`src/design/telemetry_frame_encoder_macros.svh`:
```
// assertion macros shared by the telemetry frame encoder modules
// expects clk_i and rst_ni in the scope of each use
`ifndef TELEMETRY_FRAME_ENCODER_MACROS_SVH
`define TELEMETRY_FRAME_ENCODER_MACROS_SVH

// property checked on every clock edge outside reset
`define TFE_ASSERT(lbl, prop, msg) \
  lbl: assert property (@(posedge clk_i) disable iff (!rst_ni) (prop)) else $error(msg);

// condition that must never be seen outside reset
`define TFE_ASSERT_NEVER(lbl, cond, msg) \
  `TFE_ASSERT(lbl, !(cond), msg)

`endif

```
`src/design/tfe_pkg.sv`:
```
// shared types and constants of the telemetry frame encoder
// no dependencies; used by tfe_front, tfe_fifo, tfe_back and the top level
package tfe_pkg;

  localparam int ByteW = 8;
  localparam int ValW  = 16;
  localparam int NumVals = 4;
  localparam int IdxW  = 4;

  // frame constants
  localparam logic [ByteW-1:0] FrameHead  = 8'hAA;
  localparam logic [ByteW-1:0] FrameIdOne = 8'hF1;
  localparam logic [ByteW-1:0] FrameIdTwo = 8'hF2;
  localparam logic [ByteW-1:0] AddrReset  = 8'hFF;
  localparam logic [ByteW-1:0] LenOne     = 8'd4;
  localparam logic [ByteW-1:0] LenTwo     = 8'd8;

  // command codes
  localparam logic CmdOnePair = 1'b0;
  localparam logic CmdTwoPair = 1'b1;

  // byte positions inside a frame
  localparam logic [IdxW-1:0] IdxHead    = 4'd0;
  localparam logic [IdxW-1:0] IdxAddr    = 4'd1;
  localparam logic [IdxW-1:0] IdxId      = 4'd2;
  localparam logic [IdxW-1:0] IdxLen     = 4'd3;
  localparam logic [IdxW-1:0] IdxPayload = 4'd4;
  localparam logic [IdxW-1:0] LastIdxOne = 4'd9;
  localparam logic [IdxW-1:0] LastIdxTwo = 4'd13;

  // request queue between front and back
  localparam int QDepth = 2;
  localparam int QPtrW  = (QDepth > 1) ? $clog2(QDepth) : 1;
  localparam int QCntW  = $clog2(QDepth + 1);

  // classified request as the back end needs it
  typedef struct packed {
    logic [ByteW-1:0]              dest;
    logic [ByteW-1:0]              func_id;
    logic [ByteW-1:0]              len;
    logic [IdxW-1:0]               last_idx;
    logic [NumVals-1:0][ValW-1:0]  vals;
  } desc_t;

endpackage

```
`src/design/telemetry_frame_encoder.sv`:
```
// top level of the telemetry frame encoder: front, request queue, back
// depends on tfe_pkg, tfe_front, tfe_fifo and tfe_back
//
// usage
//   cfg channel (cfg_valid_i/cfg_ready_o, dest_address_i) writes the
//   destination address byte; cfg_ready_o is always high; reset value 0xFF
//   in channel (in_valid_i/in_ready_o) takes one telemetry request:
//   command_i picks one pair (10-byte frame) or two pairs (14-byte frame)
//   out channel (out_valid_o/out_ready_i) gives the frame one byte per
//   transfer, last_byte_o high on the add-check byte closing the frame
//   a request is first written into the queue; with the queue and output empty,
//   its first byte is then loaded into the output register
//   one byte per cycle while the receiver does not stall, set by the single
//   byte serializer in the back end; queued frames follow with no gap
//   a two-entry request queue lets the input take new requests while the
//   back end is still sending an earlier frame
//   receiver stall: the output register holds its byte, the serializer
//   waits, the queue fills and in_ready_o then drops
//   reset: queue empty, no byte pending, address back to 0xFF
module telemetry_frame_encoder (
  input  logic               clk_i,
  input  logic               rst_ni,
  input  logic               cfg_valid_i,
  output logic               cfg_ready_o,
  input  logic [7:0]         dest_address_i,
  input  logic               in_valid_i,
  output logic               in_ready_o,
  input  logic               command_i,
  input  logic signed [15:0] target_first_i,
  input  logic signed [15:0] measure_first_i,
  input  logic signed [15:0] target_second_i,
  input  logic signed [15:0] measure_second_i,
  output logic               out_valid_o,
  input  logic               out_ready_i,
  output logic [7:0]         out_byte_o,
  output logic               last_byte_o
);

  // request handoff from front to queue
  logic           push, q_full;
  tfe_pkg::desc_t push_desc;

  // queue head seen by the back end
  logic           head_valid, pop;
  tfe_pkg::desc_t head_desc;

  tfe_front u_front (
    .clk_i            (clk_i),
    .rst_ni           (rst_ni),
    .cfg_valid_i      (cfg_valid_i),
    .cfg_ready_o      (cfg_ready_o),
    .dest_address_i   (dest_address_i),
    .in_valid_i       (in_valid_i),
    .in_ready_o       (in_ready_o),
    .command_i        (command_i),
    .target_first_i   (target_first_i),
    .measure_first_i  (measure_first_i),
    .target_second_i  (target_second_i),
    .measure_second_i (measure_second_i),
    .push_o           (push),
    .q_full_i         (q_full),
    .desc_o           (push_desc)
  );

  // decouples request intake from byte serialization
  tfe_fifo u_fifo (
    .clk_i        (clk_i),
    .rst_ni       (rst_ni),
    .push_i       (push),
    .desc_i       (push_desc),
    .full_o       (q_full),
    .pop_i        (pop),
    .head_valid_o (head_valid),
    .head_o       (head_desc)
  );

  // serializer and output register
  tfe_back u_back (
    .clk_i        (clk_i),
    .rst_ni       (rst_ni),
    .head_valid_i (head_valid),
    .head_i       (head_desc),
    .pop_o        (pop),
    .out_valid_o  (out_valid_o),
    .out_ready_i  (out_ready_i),
    .out_byte_o   (out_byte_o),
    .last_byte_o  (last_byte_o)
  );

endmodule

```
`src/design/tfe_front.sv`:
```
// front end: address register, request acceptance and classification
// depends on tfe_pkg
module tfe_front (
  input  logic                     clk_i,
  input  logic                     rst_ni,
  input  logic                     cfg_valid_i,
  output logic                     cfg_ready_o,
  input  logic [7:0]               dest_address_i,
  input  logic                     in_valid_i,
  output logic                     in_ready_o,
  input  logic                     command_i,
  input  logic signed [15:0]       target_first_i,
  input  logic signed [15:0]       measure_first_i,
  input  logic signed [15:0]       target_second_i,
  input  logic signed [15:0]       measure_second_i,
  output logic                     push_o,
  input  logic                     q_full_i,
  output tfe_pkg::desc_t           desc_o
);

  logic [tfe_pkg::ByteW-1:0] dest_q, dest_d;

  assign cfg_ready_o = 1'b1;
  assign dest_d      = (cfg_valid_i) ? dest_address_i : dest_q;

  always_ff @(posedge clk_i or negedge rst_ni) begin
    if (!rst_ni) begin
      dest_q <= tfe_pkg::AddrReset;
    end else begin
      dest_q <= dest_d;
    end
  end

  assign in_ready_o = !q_full_i;
  assign push_o     = in_valid_i && !q_full_i;

  always_comb begin
    desc_o.dest    = dest_q;
    desc_o.vals[0] = target_first_i;
    desc_o.vals[1] = measure_first_i;
    desc_o.vals[2] = target_second_i;
    desc_o.vals[3] = measure_second_i;
    unique case (command_i)
      tfe_pkg::CmdTwoPair: begin
        desc_o.func_id  = tfe_pkg::FrameIdTwo;
        desc_o.len      = tfe_pkg::LenTwo;
        desc_o.last_idx = tfe_pkg::LastIdxTwo;
      end
      default: begin
        desc_o.func_id  = tfe_pkg::FrameIdOne;
        desc_o.len      = tfe_pkg::LenOne;
        desc_o.last_idx = tfe_pkg::LastIdxOne;
      end
    endcase
  end

endmodule

```
`src/design/tfe_fifo.sv`:
```
// short request queue between front and back end
// depends on tfe_pkg
module tfe_fifo (
  input  logic            clk_i,
  input  logic            rst_ni,
  input  logic            push_i,
  input  tfe_pkg::desc_t  desc_i,
  output logic            full_o,
  input  logic            pop_i,
  output logic            head_valid_o,
  output tfe_pkg::desc_t  head_o
);

  tfe_pkg::desc_t                 mem_q [tfe_pkg::QDepth];
  logic [tfe_pkg::QPtrW-1:0]      wr_ptr_q, wr_ptr_d, rd_ptr_q, rd_ptr_d;
  logic [tfe_pkg::QCntW-1:0]      cnt_q, cnt_d;
  logic                           do_push, do_pop;

  assign full_o       = (cnt_q == tfe_pkg::QCntW'(tfe_pkg::QDepth));
  assign head_valid_o = (cnt_q != '0);
  assign head_o       = mem_q[rd_ptr_q];
  assign do_push      = push_i && !full_o;
  assign do_pop       = pop_i && head_valid_o;

  always_comb begin
    wr_ptr_d = wr_ptr_q;
    rd_ptr_d = rd_ptr_q;
    cnt_d    = cnt_q;
    if (do_push) begin
      wr_ptr_d = (wr_ptr_q == tfe_pkg::QPtrW'(tfe_pkg::QDepth - 1)) ? '0 : wr_ptr_q + 1'b1;
    end
    if (do_pop) begin
      rd_ptr_d = (rd_ptr_q == tfe_pkg::QPtrW'(tfe_pkg::QDepth - 1)) ? '0 : rd_ptr_q + 1'b1;
    end
    if (do_push && !do_pop) begin
      cnt_d = cnt_q + 1'b1;
    end else if (do_pop && !do_push) begin
      cnt_d = cnt_q - 1'b1;
    end
  end

  always_ff @(posedge clk_i or negedge rst_ni) begin
    if (!rst_ni) begin
      wr_ptr_q <= '0;
      rd_ptr_q <= '0;
      cnt_q    <= '0;
    end else begin
      wr_ptr_q <= wr_ptr_d;
      rd_ptr_q <= rd_ptr_d;
      cnt_q    <= cnt_d;
    end
  end

  always_ff @(posedge clk_i) begin
    if (do_push) begin
      mem_q[wr_ptr_q] <= desc_i;
    end
  end

endmodule

```
`src/design/tfe_back.sv`:
```
// back end: walks a queued request byte by byte, keeps the two checks,
// and holds the output register; depends on tfe_pkg and the macro header
`include "telemetry_frame_encoder_macros.svh"

module tfe_back (
  input  logic            clk_i,
  input  logic            rst_ni,
  input  logic            head_valid_i,
  input  tfe_pkg::desc_t  head_i,
  output logic            pop_o,
  output logic            out_valid_o,
  input  logic            out_ready_i,
  output logic [7:0]      out_byte_o,
  output logic            last_byte_o
);

  logic [tfe_pkg::IdxW-1:0]  idx_q, idx_d, pay_idx;
  logic [tfe_pkg::ByteW-1:0] sum_q, sum_d, acc_q, acc_d;
  logic [tfe_pkg::ByteW-1:0] byte_q, byte_d, sel_byte, sum_next;
  logic [tfe_pkg::ValW-1:0]  sel_word;
  logic                      valid_q, valid_d, last_q, last_d;
  logic                      load, fire, is_last, is_sum;

  assign load    = !valid_q || out_ready_i;
  assign fire    = head_valid_i && load;
  assign is_last = (idx_q == head_i.last_idx);
  assign is_sum  = (idx_q == (head_i.last_idx - 4'd1));
  assign pop_o   = fire && is_last;

  assign pay_idx  = idx_q - tfe_pkg::IdxPayload;
  assign sel_word = head_i.vals[pay_idx[2:1]];
  assign sum_next = sum_q + sel_byte;

  // byte picked for the current position
  always_comb begin
    unique case (idx_q)
      tfe_pkg::IdxHead: sel_byte = tfe_pkg::FrameHead;
      tfe_pkg::IdxAddr: sel_byte = head_i.dest;
      tfe_pkg::IdxId:   sel_byte = head_i.func_id;
      tfe_pkg::IdxLen:  sel_byte = head_i.len;
      default: begin
        if (is_last) begin
          sel_byte = acc_q;
        end else if (is_sum) begin
          sel_byte = sum_q;
        end else begin
          sel_byte = pay_idx[0] ? sel_word[15:8] : sel_word[7:0];
        end
      end
    endcase
  end

  always_comb begin
    idx_d   = idx_q;
    sum_d   = sum_q;
    acc_d   = acc_q;
    valid_d = valid_q;
    byte_d  = byte_q;
    last_d  = last_q;
    if (fire) begin
      valid_d = 1'b1;
      byte_d  = sel_byte;
      last_d  = is_last;
      if (is_last) begin
        idx_d = '0;
        sum_d = '0;
        acc_d = '0;
      end else begin
        idx_d = idx_q + 1'b1;
        if (!is_sum) begin
          sum_d = sum_next;
          acc_d = acc_q + sum_next;
        end
      end
    end else if (out_ready_i) begin
      valid_d = 1'b0;
    end
  end

  always_ff @(posedge clk_i or negedge rst_ni) begin
    if (!rst_ni) begin
      idx_q   <= '0;
      sum_q   <= '0;
      acc_q   <= '0;
      valid_q <= 1'b0;
    end else begin
      idx_q   <= idx_d;
      sum_q   <= sum_d;
      acc_q   <= acc_d;
      valid_q <= valid_d;
    end
  end

  always_ff @(posedge clk_i) begin
    byte_q <= byte_d;
    last_q <= last_d;
  end

  assign out_valid_o = valid_q;
  assign out_byte_o  = byte_q;
  assign last_byte_o = last_q;

  `TFE_ASSERT_NEVER(a_idle_idx, !head_valid_i && (idx_q != '0), "byte index off zero with no request")
  `TFE_ASSERT(a_idx_range, head_valid_i |-> (idx_q <= head_i.last_idx), "byte index past frame end")
  `TFE_ASSERT(a_check_clear, (idx_q == '0) |-> ((sum_q == '0) && (acc_q == '0)), "checks not cleared at frame start")
  `TFE_ASSERT(a_last_wraps, (fire && is_last) |=> (idx_q == '0), "frame end did not restart index")

endmodule

```
`config.mk`:
```
export PLATFORM = sky130hd
export DESIGN_NAME = telemetry_frame_encoder
export DESIGN_NICKNAME = d
export VERILOG_FILES = /design/src/design/tfe_pkg.sv /design/src/design/telemetry_frame_encoder.sv /design/src/design/tfe_front.sv /design/src/design/tfe_fifo.sv /design/src/design/tfe_back.sv
export VERILOG_INCLUDE_DIRS = /design/src /design/src/design
export SDC_FILE = /design/constraint.sdc
export NUM_CORES = 1
export LEC_CHECK = 0
export ABC_AREA = 1
export BUFFER_PORTS_ARGS = -buffer_cell sky130_fd_sc_hd__buf_2
export CAP_MARGIN = 30
export CORE_AREA = 2 2 131 159
export DETAILED_ROUTE_END_ITERATION = 10
export DIE_AREA = 0 0 133 161
export GPL_ROUTABILITY_DRIVEN = 0
export GPL_TIMING_DRIVEN = 0
export PLACE_DENSITY = 0.73
export SLEW_MARGIN = 20
export SYNTH_ARGS = -nofsm -noshare
export SYNTH_HDL_FRONTEND = slang
export SYNTH_HIERARCHICAL = 1
export SYNTH_SLANG_ARGS = --single-unit
```
`constraint.sdc`:
```
create_clock -name clk_i -period 6.86 [get_ports clk_i]
set_input_delay 1.372 -clock clk_i [delete_from_list [all_inputs] [get_ports clk_i]]
set_output_delay 1.372 -clock clk_i [all_outputs]
set_load 0.1 [all_outputs]
```
==> results by stage, run 1 <==
Worst setup path:
- The reg-to-reg critical path endpoint is u_back/acc_q[7]$_DFFE_PN0P_.
- STA classifies the critical path endpoint as a register.
- Data on the critical path arrives at its endpoint at 6.26 ns.
- The startpoint identified for the worst register-to-register timing path is u_fifo/rd_ptr_q$_DFFE_PN0P_.
- The critical path in this run is classified as register to register.
- Counting cells, the worst reg-to-reg path comes to 37.
- In this run the worst setup path begins at u_fifo/rd_ptr_q$_DFFE_PN0P_.
- The most numerous cell type found on the critical path is sky130_fd_sc_hd__inv_1.
- The startpoint type of the worst setup path is a register.
- The slowest stage of the critical path belongs to the cell sky130_fd_sc_hd__o311ai_0.
- In this run the register-to-register setup slack is 1.00 ns.
- In this design, the stage delay of the slowest critical-path cell is 0.56 ns.
- Of all nets on the critical path, the largest fanout is 10.
- Data on the critical path is required at its endpoint by 7.26 ns.

Detailed routing:
- The total wire length is 22.6 mm.
- The first detailed-routing pass took 5 iterations.
- The count of unresolved DRC violations after routing is 0.
- In the routed layout, each cell is associated on average with a via count of 5.07.
- Across all layers, the routed design uses 7125 vias.
- The average wire per standard cell is 16.1 µm.
- The first routing iteration left 604 violations.
- The count of antenna-violating nets left after detailed routing is 0.

Die:
- The core region is 0.0199 mm².
- Measured along the y axis, the die boundary spans 161 µm.
- From left edge to right edge, the die measures 133 µm.
- Once the floorplan was initialized, standard cells occupied 54.0% of the core.
- In this run the core area contains 57 standard-cell rows.
- The area enclosed by the die boundary is 0.0214 mm².
- The number of top-level pins is 90.

Synth:
- The total number of yosys warnings is 6.
- Summing every instance area after synthesis gives 0.0107 mm².
- Yosys mapped the design onto 45 distinct sky130hd cell types.
- In this run the mean area of a mapped cell was 10.2 µm².
- The count of mapped cells out of synthesis is 1054.
- After synthesis the netlist holds a flip-flop and latch count of 226.
- The sequential element share of the synthesized area is 61.7%.

Layout:
- The layout has 1596 filler cells.
- Summing all non-filler instances in the final layout gives an area of 0.0122 mm².
- For this run, the post-layout net count is 1222.
- Compared with the post-synthesis result, the final layout area differs by 13.7%.
- The share of cells above drive strength 1 is 18.6%.
- The repair_antennas step left the layout with diodes totalling 0.

Worst hold path:
- The worst hold path passes through 2 cells.
- The endpoint with the worst hold slack is u_front/dest_q[5]$_DFFE_PN1P_.
- In this run the most critical hold path is launched from u_front/dest_q[5]$_DFFE_PN1P_.
- The path category of the worst min-delay check is register to register.

Timing:
- After layout, the minimum clock period comes to 5.86 ns.
- The total of endpoints with negative setup slack in the final report is 0.
- The final worst-path setup slack is 1.00 ns.
- For the pin with the worst max-slew slack, the measured transition is 0.847 ns.
- The highest clock frequency the design can meet is 171 MHz.
- Setup repair after global routing left no endpoint under its margin.
- After layout, the worst path uses 85.4% of the clock period.
- The worst relative slew slack is 43.5%.
- The number of max-slew violations in the final report is 0.
- The count of final hold-check violations is 0.
- Between clock sinks in the finished design, the worst skew comes to 0.0119 ns.

Placement:
- OpenSTA, run right after detailed placement, puts the worst setup slack at 1.05 ns.
- The count of buffers added on input and output ports is 23.
- The placed instances occupy a cell area of 0.0114 mm².
- The HPWL after detailed placement is 15.8 mm.

Clocking:
- In this run the number of H-tree levels came out at 1.
- Clock-pin slew was measured on the worst setup and hold paths at 0.06 ns.
- CTS saw 226 sinks.
- The count of hold buffers inserted by post-cts repair is 0.
- The CTS buffer count is 24.
- The clock root buffer is sky130_fd_sc_hd__clkbuf_16.
- TritonCTS built the clock tree.
- The buffer count from post-CTS setup fixing is 0.
- The post-cts resize count is 0.
- The source-to-sink clock delay at the later pin of the worst-skew pair is 0.51 ns.
- The clock tree buffer depth is 3.

Job:
- The number of max-cap violations is 0.

GRT:
- The number of antenna violations at the first check in global routing is 0.
- The global routing usage on met1 is 26.6%.
- The total routing usage reported by global routing is 21.4%.
- The pin count of the biggest net entering global routing is 62.
- The number of global-route vias before repair is 6930.
- The first global-routing pass estimated 35.7 mm of wire.
- For met2 alone, demand over resource in global routing was 38.5%.
- Global routing used 2.54% of the available met3 tracks.
- The layer flagged by global routing as most heavily used is met2.
- Summed over all layers, the global routing overflow is 0.

Outcome:
- The flow ran to the end, and the final reports show no timing, DRC or antenna violations.
==> registers in the layout, indices dropped and copies added (netlist names) <==
signal / count
u_fifo/cnt_q: 2
u_back/out_valid_o: 1
u_fifo/mem_q: 184
u_fifo/wr_ptr_q: 1
u_back/out_byte_o: 8
u_back/last_byte_o: 1
u_back/idx_q: 4
u_back/acc_q: 8
u_back/sum_q: 8
u_front/dest_q: 8
u_fifo/rd_ptr_q: 1
==> synthesized netlist by cell type, drive strengths merged <==
cell | n | area [µm²]
xnor2 | 3 | 26.3
clkbuf | 9 | 33.8
nand4 | 4 | 25.0
dfstp | 8 | 210
o31ai | 2 | 15.0
o221ai | 1 | 8.76
o211ai | 5 | 37.5
and2 | 1 | 6.26
a22o | 5 | 43.8
a32o | 5 | 50.1
nand2 | 434 | 1640
dfrtp | 25 | 626
nand3 | 24 | 125
o311ai | 1 | 8.76
o21ai | 36 | 184
a221oi | 4 | 35.0
ha | 20 | 250
o22ai | 9 | 56.3
o21bai | 1 | 7.51
a32oi | 4 | 35.0
fa | 2 | 40.0
xor2 | 7 | 61.3
o41ai | 1 | 8.76
a31oi | 7 | 43.8
a21o | 1 | 7.51
a211oi | 1 | 7.51
edfxtp | 193 | 5800
clkinv | 1 | 3.75
conb | 2 | 7.51
a21oi | 25 | 129
a22oi | 2 | 15.0
or2 | 1 | 6.26
nor3 | 1 | 5.00
inv | 65 | 244
buf | 116 | 823
nor2 | 28 | 120
==> area by class of cell <==
type	instances	area (µm²)	area share, %
flip-flops and latches	226	6630	54.3
multi-input cells	651	3070	25.1
plain buffers	125	857	7.02
clock buffers	32	702	5.75
well taps	265	332	2.71
inverters	66	253	2.07
repair buffers	28	245	2.01
clock inverters	12	131	1.08
==> per-stage QoR <==
stage | instances | hold slack, ns | TNS [ns] | utilization, %
floorplan | 1068 | 0.442 | 0 | -
global placement | 1356 | 0.456 | -127.62 | 56.5
detailed placement | 1361 | 0.461 | 0 | 57.2
CTS | 1405 | 0.475 | 0 | 61.4
global route | 1405 | 0.485 | 0 | 61.4
finish | 1405 | 0.471 | 0 | 61.4
==> cell usage in the layout (no fill, tap or decap), types with 5 or more instances in the layout <==
cell type	instances
sky130_fd_sc_hd__conb_1	16
sky130_fd_sc_hd__nand2_1	430
sky130_fd_sc_hd__clkbuf_1	11
sky130_fd_sc_hd__dfrtp_1	25
sky130_fd_sc_hd__clkinv_2	5
sky130_fd_sc_hd__o22ai_1	9
sky130_fd_sc_hd__nand3_1	23
sky130_fd_sc_hd__nor2_1	25
sky130_fd_sc_hd__buf_2	42
sky130_fd_sc_hd__buf_4	95
sky130_fd_sc_hd__o211ai_1	5
sky130_fd_sc_hd__xor2_1	7
sky130_fd_sc_hd__a32o_1	5
sky130_fd_sc_hd__dfstp_2	8
sky130_fd_sc_hd__o21ai_0	35
sky130_fd_sc_hd__clkbuf_16	25
sky130_fd_sc_hd__inv_2	7
sky130_fd_sc_hd__clkbuf_8	5
sky130_fd_sc_hd__a22o_1	5
sky130_fd_sc_hd__edfxtp_1	193
sky130_fd_sc_hd__inv_1	57
sky130_fd_sc_hd__ha_1	20
sky130_fd_sc_hd__a21oi_1	24
sky130_fd_sc_hd__a31oi_1	7
==> how the worst max path moves through the flow <==
stage	slack, ns	to
5_1_grt	0.47	u_back/acc_q[7]$_DFFE_PN0P_
2_1_floorplan	0.87	u_fifo/mem_q[1][0]$_DFFE_PP_
4_1_cts	1.00	u_back/acc_q[7]$_DFFE_PN0P_
3_3_place_gp	-1.40	u_fifo/mem_q[1][38]$_DFFE_PP_
3_5_place_dp	1.05	u_back/acc_q[7]$_DFFE_PN0P_
6_report	1.00	u_back/acc_q[7]$_DFFE_PN0P_
==> cell families (layout without fill, tap and decap cells) <==
kind of cell | count (synthesis) | count (layout) | share of synthesized area, %
AOI/OAI and AO/OA | 110 | 110 | 6.45
xor gates and xnor gates | 10 | 10 | 0.815
adders and majority gates | 22 | 22 | 2.70
buffers and inverters | 191 | 263 | 10.3
DFF | 226 | 226 | 61.7
other | 2 | 16 | 0.0699
and+or+nand+nor | 493 | 493 | 17.9
==> per-layer routing <==
layer,vias to the layer above,wire (µm)
met5,-,0
met4,0,761
met3,44,965
met2,197,11600
met1,3341,9250
li1,3543,-
==> worst max-delay path, delay by kind of cell (launching register included) <==
| kind | cells | cell delay [ns] |
|---|---|---|
| DFF | 1 | 0.41 |
| adders and majority gates | 4 | 1.25 |
| AOI/OAI and AO/OA | 7 | 1.34 |
| buffers and inverters | 13 | 1.46 |
| and+or+nand+nor | 11 | 0.85 |
| xor gates and xnor gates | 2 | 0.42 |
Power of run 1 is not shown: default switching activity piles up to over one toggle a cycle in this logic, so the estimate is an artifact.
==> run 2, diff against run 1 <==
--- a/config.mk
+++ b/config.mk
@@ -11,8 +11,8 @@
 export CAP_MARGIN = 30
-export CORE_AREA = 2 2 131 159
+export CORE_AREA = 2 2 116 141
 export DETAILED_ROUTE_END_ITERATION = 10
-export DIE_AREA = 0 0 133 161
+export DIE_AREA = 0 0 118 143
 export GPL_ROUTABILITY_DRIVEN = 0
 export GPL_TIMING_DRIVEN = 0
-export PLACE_DENSITY = 0.73
+export PLACE_DENSITY = 0.74
 export SLEW_MARGIN = 20
@@ -20,3 +20,2 @@
 export SYNTH_HDL_FRONTEND = slang
-export SYNTH_HIERARCHICAL = 1
 export SYNTH_SLANG_ARGS = --single-unit
==> constraint.sdc (replaced) <==
create_clock -name clk_i -period 6.86 [get_ports clk_i]
set_input_delay 0.343 -clock clk_i [delete_from_list [all_inputs] [get_ports clk_i]]
set_output_delay 0.343 -clock clk_i [all_outputs]
set_load 0.1 [all_outputs]
==> run 2 against run 1 <==
Against the previous run: sequential share of layout area rose by 2.5 points; utilization rose by 1.8 points; register-to-register slack improved by 1.0 ns; flip-flop and latch count fell by 36; area after synthesis fell by 22%; critical path type unchanged; critical endpoint is now u_back.acc_q[7]$_DFFE_PN0P_.
==> results by stage, run 2 <==
Outcome:
- The flow ran to the end, and the final reports show no timing, DRC or antenna violations.

Worst setup path:
- The critical-path cell with the highest stage delay is sky130_fd_sc_hd__fa_1.
- The worst setup path is of the register to register kind.
- The critical-path maximum fanout is 10.
- The required time reported for the critical path endpoint is 7.23 ns.
- Data arrives at the worst endpoint at 5.21 ns.
- The depth of the worst register-to-register path is 29.
- The worst register-to-register path has a setup slack of 2.03 ns.
- The worst flop-to-flop path startpoint is u_fifo.rd_ptr_q$_DFFE_PN0P_.
- STA classifies the critical path startpoint as a register.
- In this design, the stage delay of the slowest critical-path cell is 0.40 ns.
- STA classifies the critical path endpoint as a register.
- In this run the critical register-to-register path is captured at u_back.acc_q[7]$_DFFE_PN0P_.
- The critical path's most frequent cell is sky130_fd_sc_hd__nand2_1.

Synth:
- Ranked by total cell area, the synthesized netlist is headed by sky130_fd_sc_hd__edfxtp_1 56%, sky130_fd_sc_hd__dfrtp_1 7.5%, sky130_fd_sc_hd__nand2_1 4.1%, sky130_fd_sc_hd__o21ai_0 4.1%, sky130_fd_sc_hd__nor2_1 3.8%.
- After synthesis the netlist holds a flip-flop and latch count of 190.
- During synthesis, Yosys emitted a total of 0 warnings.
- The average cell area after synthesis is 11.8 µm².
- The largest total area in the synthesized netlist belongs to sky130_fd_sc_hd__edfxtp_1.
- By count the netlist is led by 157 x sky130_fd_sc_hd__edfxtp_1, 92 x sky130_fd_sc_hd__nand2_1, 84 x sky130_fd_sc_hd__nor2_1, 68 x sky130_fd_sc_hd__o21ai_0, 51 x sky130_fd_sc_hd__inv_1.
- The flip-flop cell with the highest count after synthesis is sky130_fd_sc_hd__edfxtp_1.
- In the synthesized netlist the async set-or-reset flop fraction comes to 17.4%.
- The share of Yosys cell area claimed by the top area cell type is 56.3%.
- Summing the sequential cell areas from Yosys gives 66.3% of the chip area.
- The most frequent cell after synthesis is sky130_fd_sc_hd__edfxtp_1.
- Counting flops with a built-in enable in the synthesized netlist gives 157.
- The post-synthesis cell type count is 44.
- The number of nets handed over by synthesis was 803.
- The count of mapped cells out of synthesis is 708.
- The netlist area before placement is 0.00838 mm².

Timing:
- The post-route clock skew is 0.00806 ns.
- The slew at the pin with the worst max-slew slack is 0.947 ns.
- The shortest period the worst path allows is 4.83 ns.
- The highest clock frequency the design can meet is 207 MHz.
- The total of endpoints with negative setup slack in the final report is 0.
- The number of max-slew violations in the final report is 0.
- Setup repair after global routing left no endpoint under its margin.
- In the final timing run, aggregate negative setup slack is 0 ns.
- Headroom to the max-slew limit came out at 36.9%.
- The count of final hold-check violations was 0.
- Of the available clock period, the critical path in the final layout requires 70.4%.

Clocking:
- For this design, the sink count on the clock tree is 190.
- After clock tree synthesis, the flow added hold-fix buffers numbering 0.
- TritonCTS built the clock tree.
- The longest clock path from root to sink contains 2 buffers.
- The buffer count from post-CTS setup fixing is 0.
- The post-cts resize count is 0.
- After clock tree synthesis, the clock-pin slew on the worst setup and hold paths is 0.07 ns.
- For the worst-skew pair, the clock arrives at the later sink with an insertion delay of 0.44 ns.
- The number of H-tree levels is 4.
- The CTS buffer count is 17.
- The clock root buffer is sky130_fd_sc_hd__clkbuf_16.

Die:
- The area of the placeable core is 0.0155 mm².
- The chip width is 118 µm.
- The initial utilization of the core area, before any placement, comes to 54.2%.
- The floorplan step defined a die boundary enclosing 0.0169 mm².
- For this design the top-level I/O count stands at 90.
- The vertical die dimension is 143 µm.
- In this run the core area contains 50 standard-cell rows.

Detailed routing:
- The total wire length is 19.1 mm.
- Using the TritonRoute via totals, the vias-per-cell ratio works out to 5.65.
- In this run the remaining antenna-violating nets after routing total 0.
- For this run, the detailed router's first-pass iteration total came to 5.
- The average wire per standard cell is 18.4 µm.
- The via count is 5886.
- The count of unresolved DRC violations after routing is 0.
- The count of routing violations after the opening detailed-route iteration is 487.

Layout:
- 0 antenna diodes ended up in the layout.
- The layout overhead on the synthesized area is 16.7%.
- The share of cells above drive strength 1 is 23.2%.
- The most flop-heavy register is u_fifo.mem_q.
- The cell area after layout is 0.00977 mm².
- The top cell types in the final layout, fill and taps aside, are 157 x sky130_fd_sc_hd__edfxtp_1, 94 x sky130_fd_sc_hd__buf_2, 92 x sky130_fd_sc_hd__nand2_1.
- The most frequent standard cell in the layout excluding fill and tap cells is sky130_fd_sc_hd__edfxtp_1.
- After the last flow step, the layout net total stands at 915.
- The number of flip-flops in the largest register is 148.
- The post-route non-filler standard cell count is 1041.

Job:
- The tool flagged a number of max-cap violations equal to 0.

Placement:
- The cell total after placement is 1009.
- The area of placed instances is 0.00923 mm².
- The number of port buffers is 87.
- The HPWL after detailed placement is 13.5 mm.

Worst hold path:
- The min-delay analysis places its worst path in the category input pin to async pin.

GRT:
- The total routing usage reported by global routing is 23.3%.
- The number of global-route vias before repair came to 5976.
- The number of antenna violations at the first check in global routing came to 0.
- The total grt overflow is 0.
- The first global-routing pass estimated 29.7 mm of wire.
- Entering global routing, the biggest net connects 34 pins.
==> run 2: final cells by class <==
type | count | area, µm²
timing repair buffer | 93 | 578
clock inverter | 11 | 82.6
tap | 208 | 260
multi-input combinational | 427 | 2390
inverter | 60 | 230
buffer | 31 | 220
clock buffer | 21 | 460
fill | 1183 | 5680
sequential | 190 | 5550
==> run 2: per-layer routing <==
metal  GRT usage [%]  share of wire [%]  vias to the layer above
met5               0                  0                        -
met2            41.9                 53                      221
li1                -                  -                     2743
met4            10.8                2.4                        0
met1            26.7                 39                     2885
met3            4.79                5.7                       37
==> run 2: cells by family after synthesis <==
family / share of synthesized area (%)
AND/OR/NAND/NOR: 11.7
flip-flops: 66.3
AO/OA/AOI/OAI: 11.5
buffers and inverters: 5.38
adder cells (fa/ha/maj): 2.72
XOR/XNOR: 1.25
multiplexers: 1.08
other: 0.0448
==> run 2: worst max-delay path: cells and delay by family, from the launching register on <==
family | cells | cell delay [ns]
AO/OA/AOI/OAI | 9 | 1.60
adder cells (fa/ha/maj) | 3 | 0.97
AND/OR/NAND/NOR | 8 | 0.68
XOR/XNOR | 2 | 0.41
buffers and inverters | 7 | 0.78
flip-flops | 1 | 0.34
==> run 2: worst max-delay path by stage <==
stage                                      from                             to  slack [ns]  cells after the start
finish              u_fifo.rd_ptr_q$_DFFE_PN0P_    u_back.acc_q[7]$_DFFE_PN0P_        2.03                     29
global route        u_fifo.rd_ptr_q$_DFFE_PN0P_    u_back.acc_q[7]$_DFFE_PN0P_        1.66                     29
CTS                 u_fifo.rd_ptr_q$_DFFE_PN0P_    u_back.acc_q[7]$_DFFE_PN0P_        2.15                     29
detailed placement  u_fifo.rd_ptr_q$_DFFE_PN0P_    u_back.acc_q[7]$_DFFE_PN0P_        2.19                     29
global placement    u_fifo.cnt_q[0]$_DFFE_PN0P_  u_fifo.mem_q[1][32]$_DFFE_PP_        1.16                      4
floorplan           u_fifo.cnt_q[0]$_DFFE_PN0P_   u_fifo.mem_q[1][0]$_DFFE_PP_        1.92                      4
==> run 2: metrics by stage <==
stage / hold slack [ns] / utilization (%) / setup slack, ns
after floorplan: 0.0474 / - / 1.92
after global placement: 0.464 / 58.7 / 1.16
after detailed placement: 0.477 / 59.7 / 2.19
after CTS: 0.0133 / 63.2 / 2.15
after global routing: 0.0544 / 63.2 / 1.66
final: 0.00554 / 63.2 / 2.03
Power of run 2 is left out for the same reason.
==> run 3, diff against run 2 <==
- ABC_AREA: 1 -> 0
- CORE_AREA: 2 2 116 141 -> 2 2 114 138
- DIE_AREA: 0 0 118 143 -> 0 0 116 140
- clock period: 6.86 -> 5 ns (I/O delays scaled with it)
==> run 3 against run 2 <==
Against the previous run: first-iteration DRC count shrank 48%; sequential share of layout area is 0.058 points higher; highest routed layer is now met5; clock skew grew 0.0068 ns; register-to-register slack lost 2.0 ns; via count is 22% lower; area after synthesis is 4.0% lower; critical path depth decreased by 11; maximum frequency decreased by 2.7%; critical endpoint unchanged; non-clock buffer count rose by 10; die area down 3.8%.
==> results by stage, run 3 <==
Worst setup path:
- The capture point of the critical path is u_back.acc_q[7]$_DFFE_PN0P_.
- The worst flop-to-flop path startpoint is u_fifo.rd_ptr_q$_DFFE_PN0P_.
- The startpoint type of the worst setup path is a register.
- The setup check on the worst reg-to-reg path leaves a slack of 0.04 ns.
- The gate family responsible for the most delay along the worst path is compound AO/OA/AOI/OAI gates.
- The slowest stage of the critical path belongs to the cell sky130_fd_sc_hd__mux4_2.
- The critical-path maximum fanout is 10.
- The worst setup path is captured at a register.
- Counting buffers and inverters, the worst setup path is 18 cells deep.
- The depth of the worst register-to-register path is 18.
- On the worst path, the slowest cell contributes a delay of 0.53 ns.
- Data arrives at the worst endpoint at 5.27 ns.
- The signal on the critical path passes through buf_8 > buf_12 > buf_6 > mux4_2 > mux4_2 > o21ai_0 > o21ai_2 > ha_1 > a21oi_1 > o21bai_1 > xor2_1 > ha_1 > o21ai_0 > o21ai_1 > and3_4 > or4_4 > a31oi_4 > mux2i_1.
- STA puts the critical path data required time at 5.31 ns.
- The number of buffers and inverters on the critical path is 3.
- The reg-to-reg critical path endpoint is u_back.acc_q[7]$_DFFE_PN0P_.
- The path type of the worst setup path is register to register.
- Tracing the worst setup path back leads to its startpoint at u_fifo.rd_ptr_q$_DFFE_PN0P_.

Placement:
- Counting tap cells, the placed design contains a total of 763 instances.
- After legalization and detailed placement, the total HPWL measured 10.9 mm.
- The number of port buffers is 87.

Detailed routing:
- After detailed routing, the average wire length per cell comes to 19.4 µm.
- The total wire length is 15.9 mm.
- Dividing the detail-routed via count by the number of cells gives 5.58.
- After detailed routing, the number of remaining DRC violations is 0.
- The via count is 4568.
- The count of routing violations after the opening detailed-route iteration is 251.
- The detail route stage leaves a number of antenna-violating nets equal to 0.
- The detailed-routing iteration count for the pre-antenna-repair pass is 4.

Synth:
- In this run the biggest area consumer among cell types represents 58.6% of the synthesized area.
- Yosys printed 0 warnings.
- The number of nets in the synthesized netlist is 563.
- The count of mapped cells out of synthesis is 468.
- The most common cell in the synthesized netlist is sky130_fd_sc_hd__edfxtp_1.
- After synthesis the cells add up to 0.00804 mm².
- Of all flip-flops after synthesis, the portion carrying an async set or reset was 17.4%.
- In this run, distinct cell masters in the synthesized netlist total 45.
- Counting flops with a built-in enable in the synthesized netlist gives 157.
- The sequential element share of the synthesized area is 69.0%.
- The synthesized design spends more area on one cell type than any other, namely sky130_fd_sc_hd__edfxtp_1.
- The commonest cells after synthesis are 157 x sky130_fd_sc_hd__edfxtp_1, 39 x sky130_fd_sc_hd__mux4_2, 26 x sky130_fd_sc_hd__nand2_1, 26 x sky130_fd_sc_hd__o21ai_0, 25 x sky130_fd_sc_hd__dfrtp_1.
- The average cell area after synthesis is 17.2 µm².
- The flip-flop cell with the highest count after synthesis is sky130_fd_sc_hd__edfxtp_1.
- Ranked by total cell area, the synthesized netlist is headed by sky130_fd_sc_hd__edfxtp_1 59%, sky130_fd_sc_hd__mux4_2 11%, sky130_fd_sc_hd__dfrtp_1 7.8%, sky130_fd_sc_hd__dfstp_2 2.6%, sky130_fd_sc_hd__mux2i_1 2.6%.
- The flip-flop and latch count after synthesis is 190.

Timing:
- The fraction of the cycle the final worst path needs is 99.3%.
- Setup repair after global routing could not meet its margin everywhere.
- For the pin with the worst max-slew slack, the measured transition is 0.810 ns.
- The number of max-slew violations in the final report is 0.
- The accumulated negative setup slack is 0 ns.
- The highest clock frequency the design can meet is 201 MHz.
- The shortest period the worst path allows is 4.96 ns.
- The count of final hold-check violations is 0.
- The post-route clock skew is 0.0149 ns.
- Setup violations remaining at the end of the flow were counted as 0.
- The worst relative slew slack is 45.9%.

Worst hold path:
- The path category of the worst min-delay check is input pin to register.

Die:
- The floorplan step defined a die boundary enclosing 0.0162 mm².
- The vertical die dimension is 140 µm.
- The starting utilization of the core area is 54.2%.
- The site row count is 49.
- The number of top-level pins is 90.
- The die is 116 µm wide.
- The floorplan step defined a core boundary enclosing 0.0148 mm².

Clocking:
- The H-tree was split into 4 levels.
- The clock root buffer is sky130_fd_sc_hd__clkbuf_16.
- The CTS buffer count is 17.
- At the later pin of the worst-skew pair, clock insertion delay measures 0.44 ns.
- The number of sinks on the clock net is 190.
- TritonCTS built the clock tree.
- The clock tree buffer depth is 2.
- After clock tree synthesis, the clock-pin slew on the worst setup and hold paths is 0.07 ns.

GRT:
- The total routing usage reported by global routing is 20.7%.
- The first global-routing pass estimated 24.8 mm of wire.
- The number of antenna violations at the first check in global routing is 2.
- The number of global-route vias before repair came to 4858.
- The total grt overflow is 0.
- Entering global routing, the biggest net connects 51 pins.

Layout:
- The register with the most flip-flops in the layout has 148 of them.
- The most flop-heavy register is u_fifo.mem_q.
- The post-route non-filler standard cell count is 818.
- The post-route netlist has 37.3% of its cells at a drive strength greater than 1.
- Leaving out fill and tap cells, the most frequent cell in the layout is sky130_fd_sc_hd__edfxtp_1.
- The final net count is 694.
- The layout overhead on the synthesized area is 21.4%.
- Measured on the finished design, the core utilization comes to 65.8%.
- In the layout the commonest cells are 157 x sky130_fd_sc_hd__edfxtp_1, 89 x sky130_fd_sc_hd__buf_2, 39 x sky130_fd_sc_hd__mux4_2.

Job:
- The number of max-cap violations is 0.

Outcome:
- The flow ran to the end, and the final reports show no timing, DRC or antenna violations.
==> run 3: cell count changes in the layout (fill, tap and decap cells not counted), sizes merged, moves of 21 or more <==
cell / delta
inv: -52
o21ai: -49
nand3: -24
nor2: -71
mux4: +39
mux2i: +21
nand2: -76
==> run 3: worst min-delay path by stage <==
stage / from / to / cells past startpoint
CTS: measure_first_i[9] / u_fifo.mem_q[0][25]$_DFFE_PP_ / 1
global placement: rst_ni / u_back.sum_q[7]$_DFFE_PN0P_ / 1
finish: measure_second_i[4] / u_fifo.mem_q[1][52]$_DFFE_PP_ / 1
floorplan: rst_ni / u_back.acc_q[0]$_DFFE_PN0P_ / 0
global route: target_second_i[12] / u_fifo.mem_q[0][44]$_DFFE_PP_ / 1
detailed placement: rst_ni / u_back.sum_q[7]$_DFFE_PN0P_ / 1
==> run 3: layout make-up <==
type,count,area [µm²]
plain buffers,21,156
repair buffers,113,717
inverters,10,37.5
well taps,204,255
fillers,1067,5070
flip-flops and latches,190,5550
multi-input cells,246,2470
diodes,2,5.00
clock inverters,14,145
clock buffers,18,429
==> run 3: layer usage <==
layer	wire length (µm)	GRT usage (%)	part of all wire (%)	up-vias
li1	-	-	-	2103
met1	6300	24.6	40	2326
met2	8670	35.8	55	113
met3	580	5.71	3.7	24
met4	333	7.83	2.1	2
met5	7	0	0.044	-
==> run 3: what timing repair did <==
action | in CTS | in global routing
pin swaps | 6 | 4
setup endpoints to repair | 2 | 1
setup buffers | 6 | 6
hold buffers | 6 | 4
endpoints found under the hold margin | 33 | 8
resized for setup | 34 | 18
==> run 3: cell families (layout without fill, tap and decap cells) <==
family	count (synthesis)	after routing	share of synthesized area [%]
AO/OA/AOI/OAI	73	73	5.69
XOR/XNOR	17	17	1.85
adder cells (fa/ha/maj)	17	17	2.83
buffers and inverters	32	176	1.65
flip-flops	190	190	69.0
multiplexers	71	71	15.1
other	1	3	0.0466
AND/OR/NAND/NOR	67	67	3.83
==> run 3: through the flow <==
step | setup WS (ns) | hold WS [ns] | cell area [µm²]
after floorplan | 0.00435 | -0.0456 | 8050
after global placement | -0.678 | 0.380 | 8740
after detailed placement | -0.823 | 0.377 | 8830
after CTS | 0.0175 | 0.000219 | 9630
after global routing | -0.120 | 0.000328 | 9760
final | 0.0368 | 0.00744 | 9760
Power of run 3 is left out for the same reason.
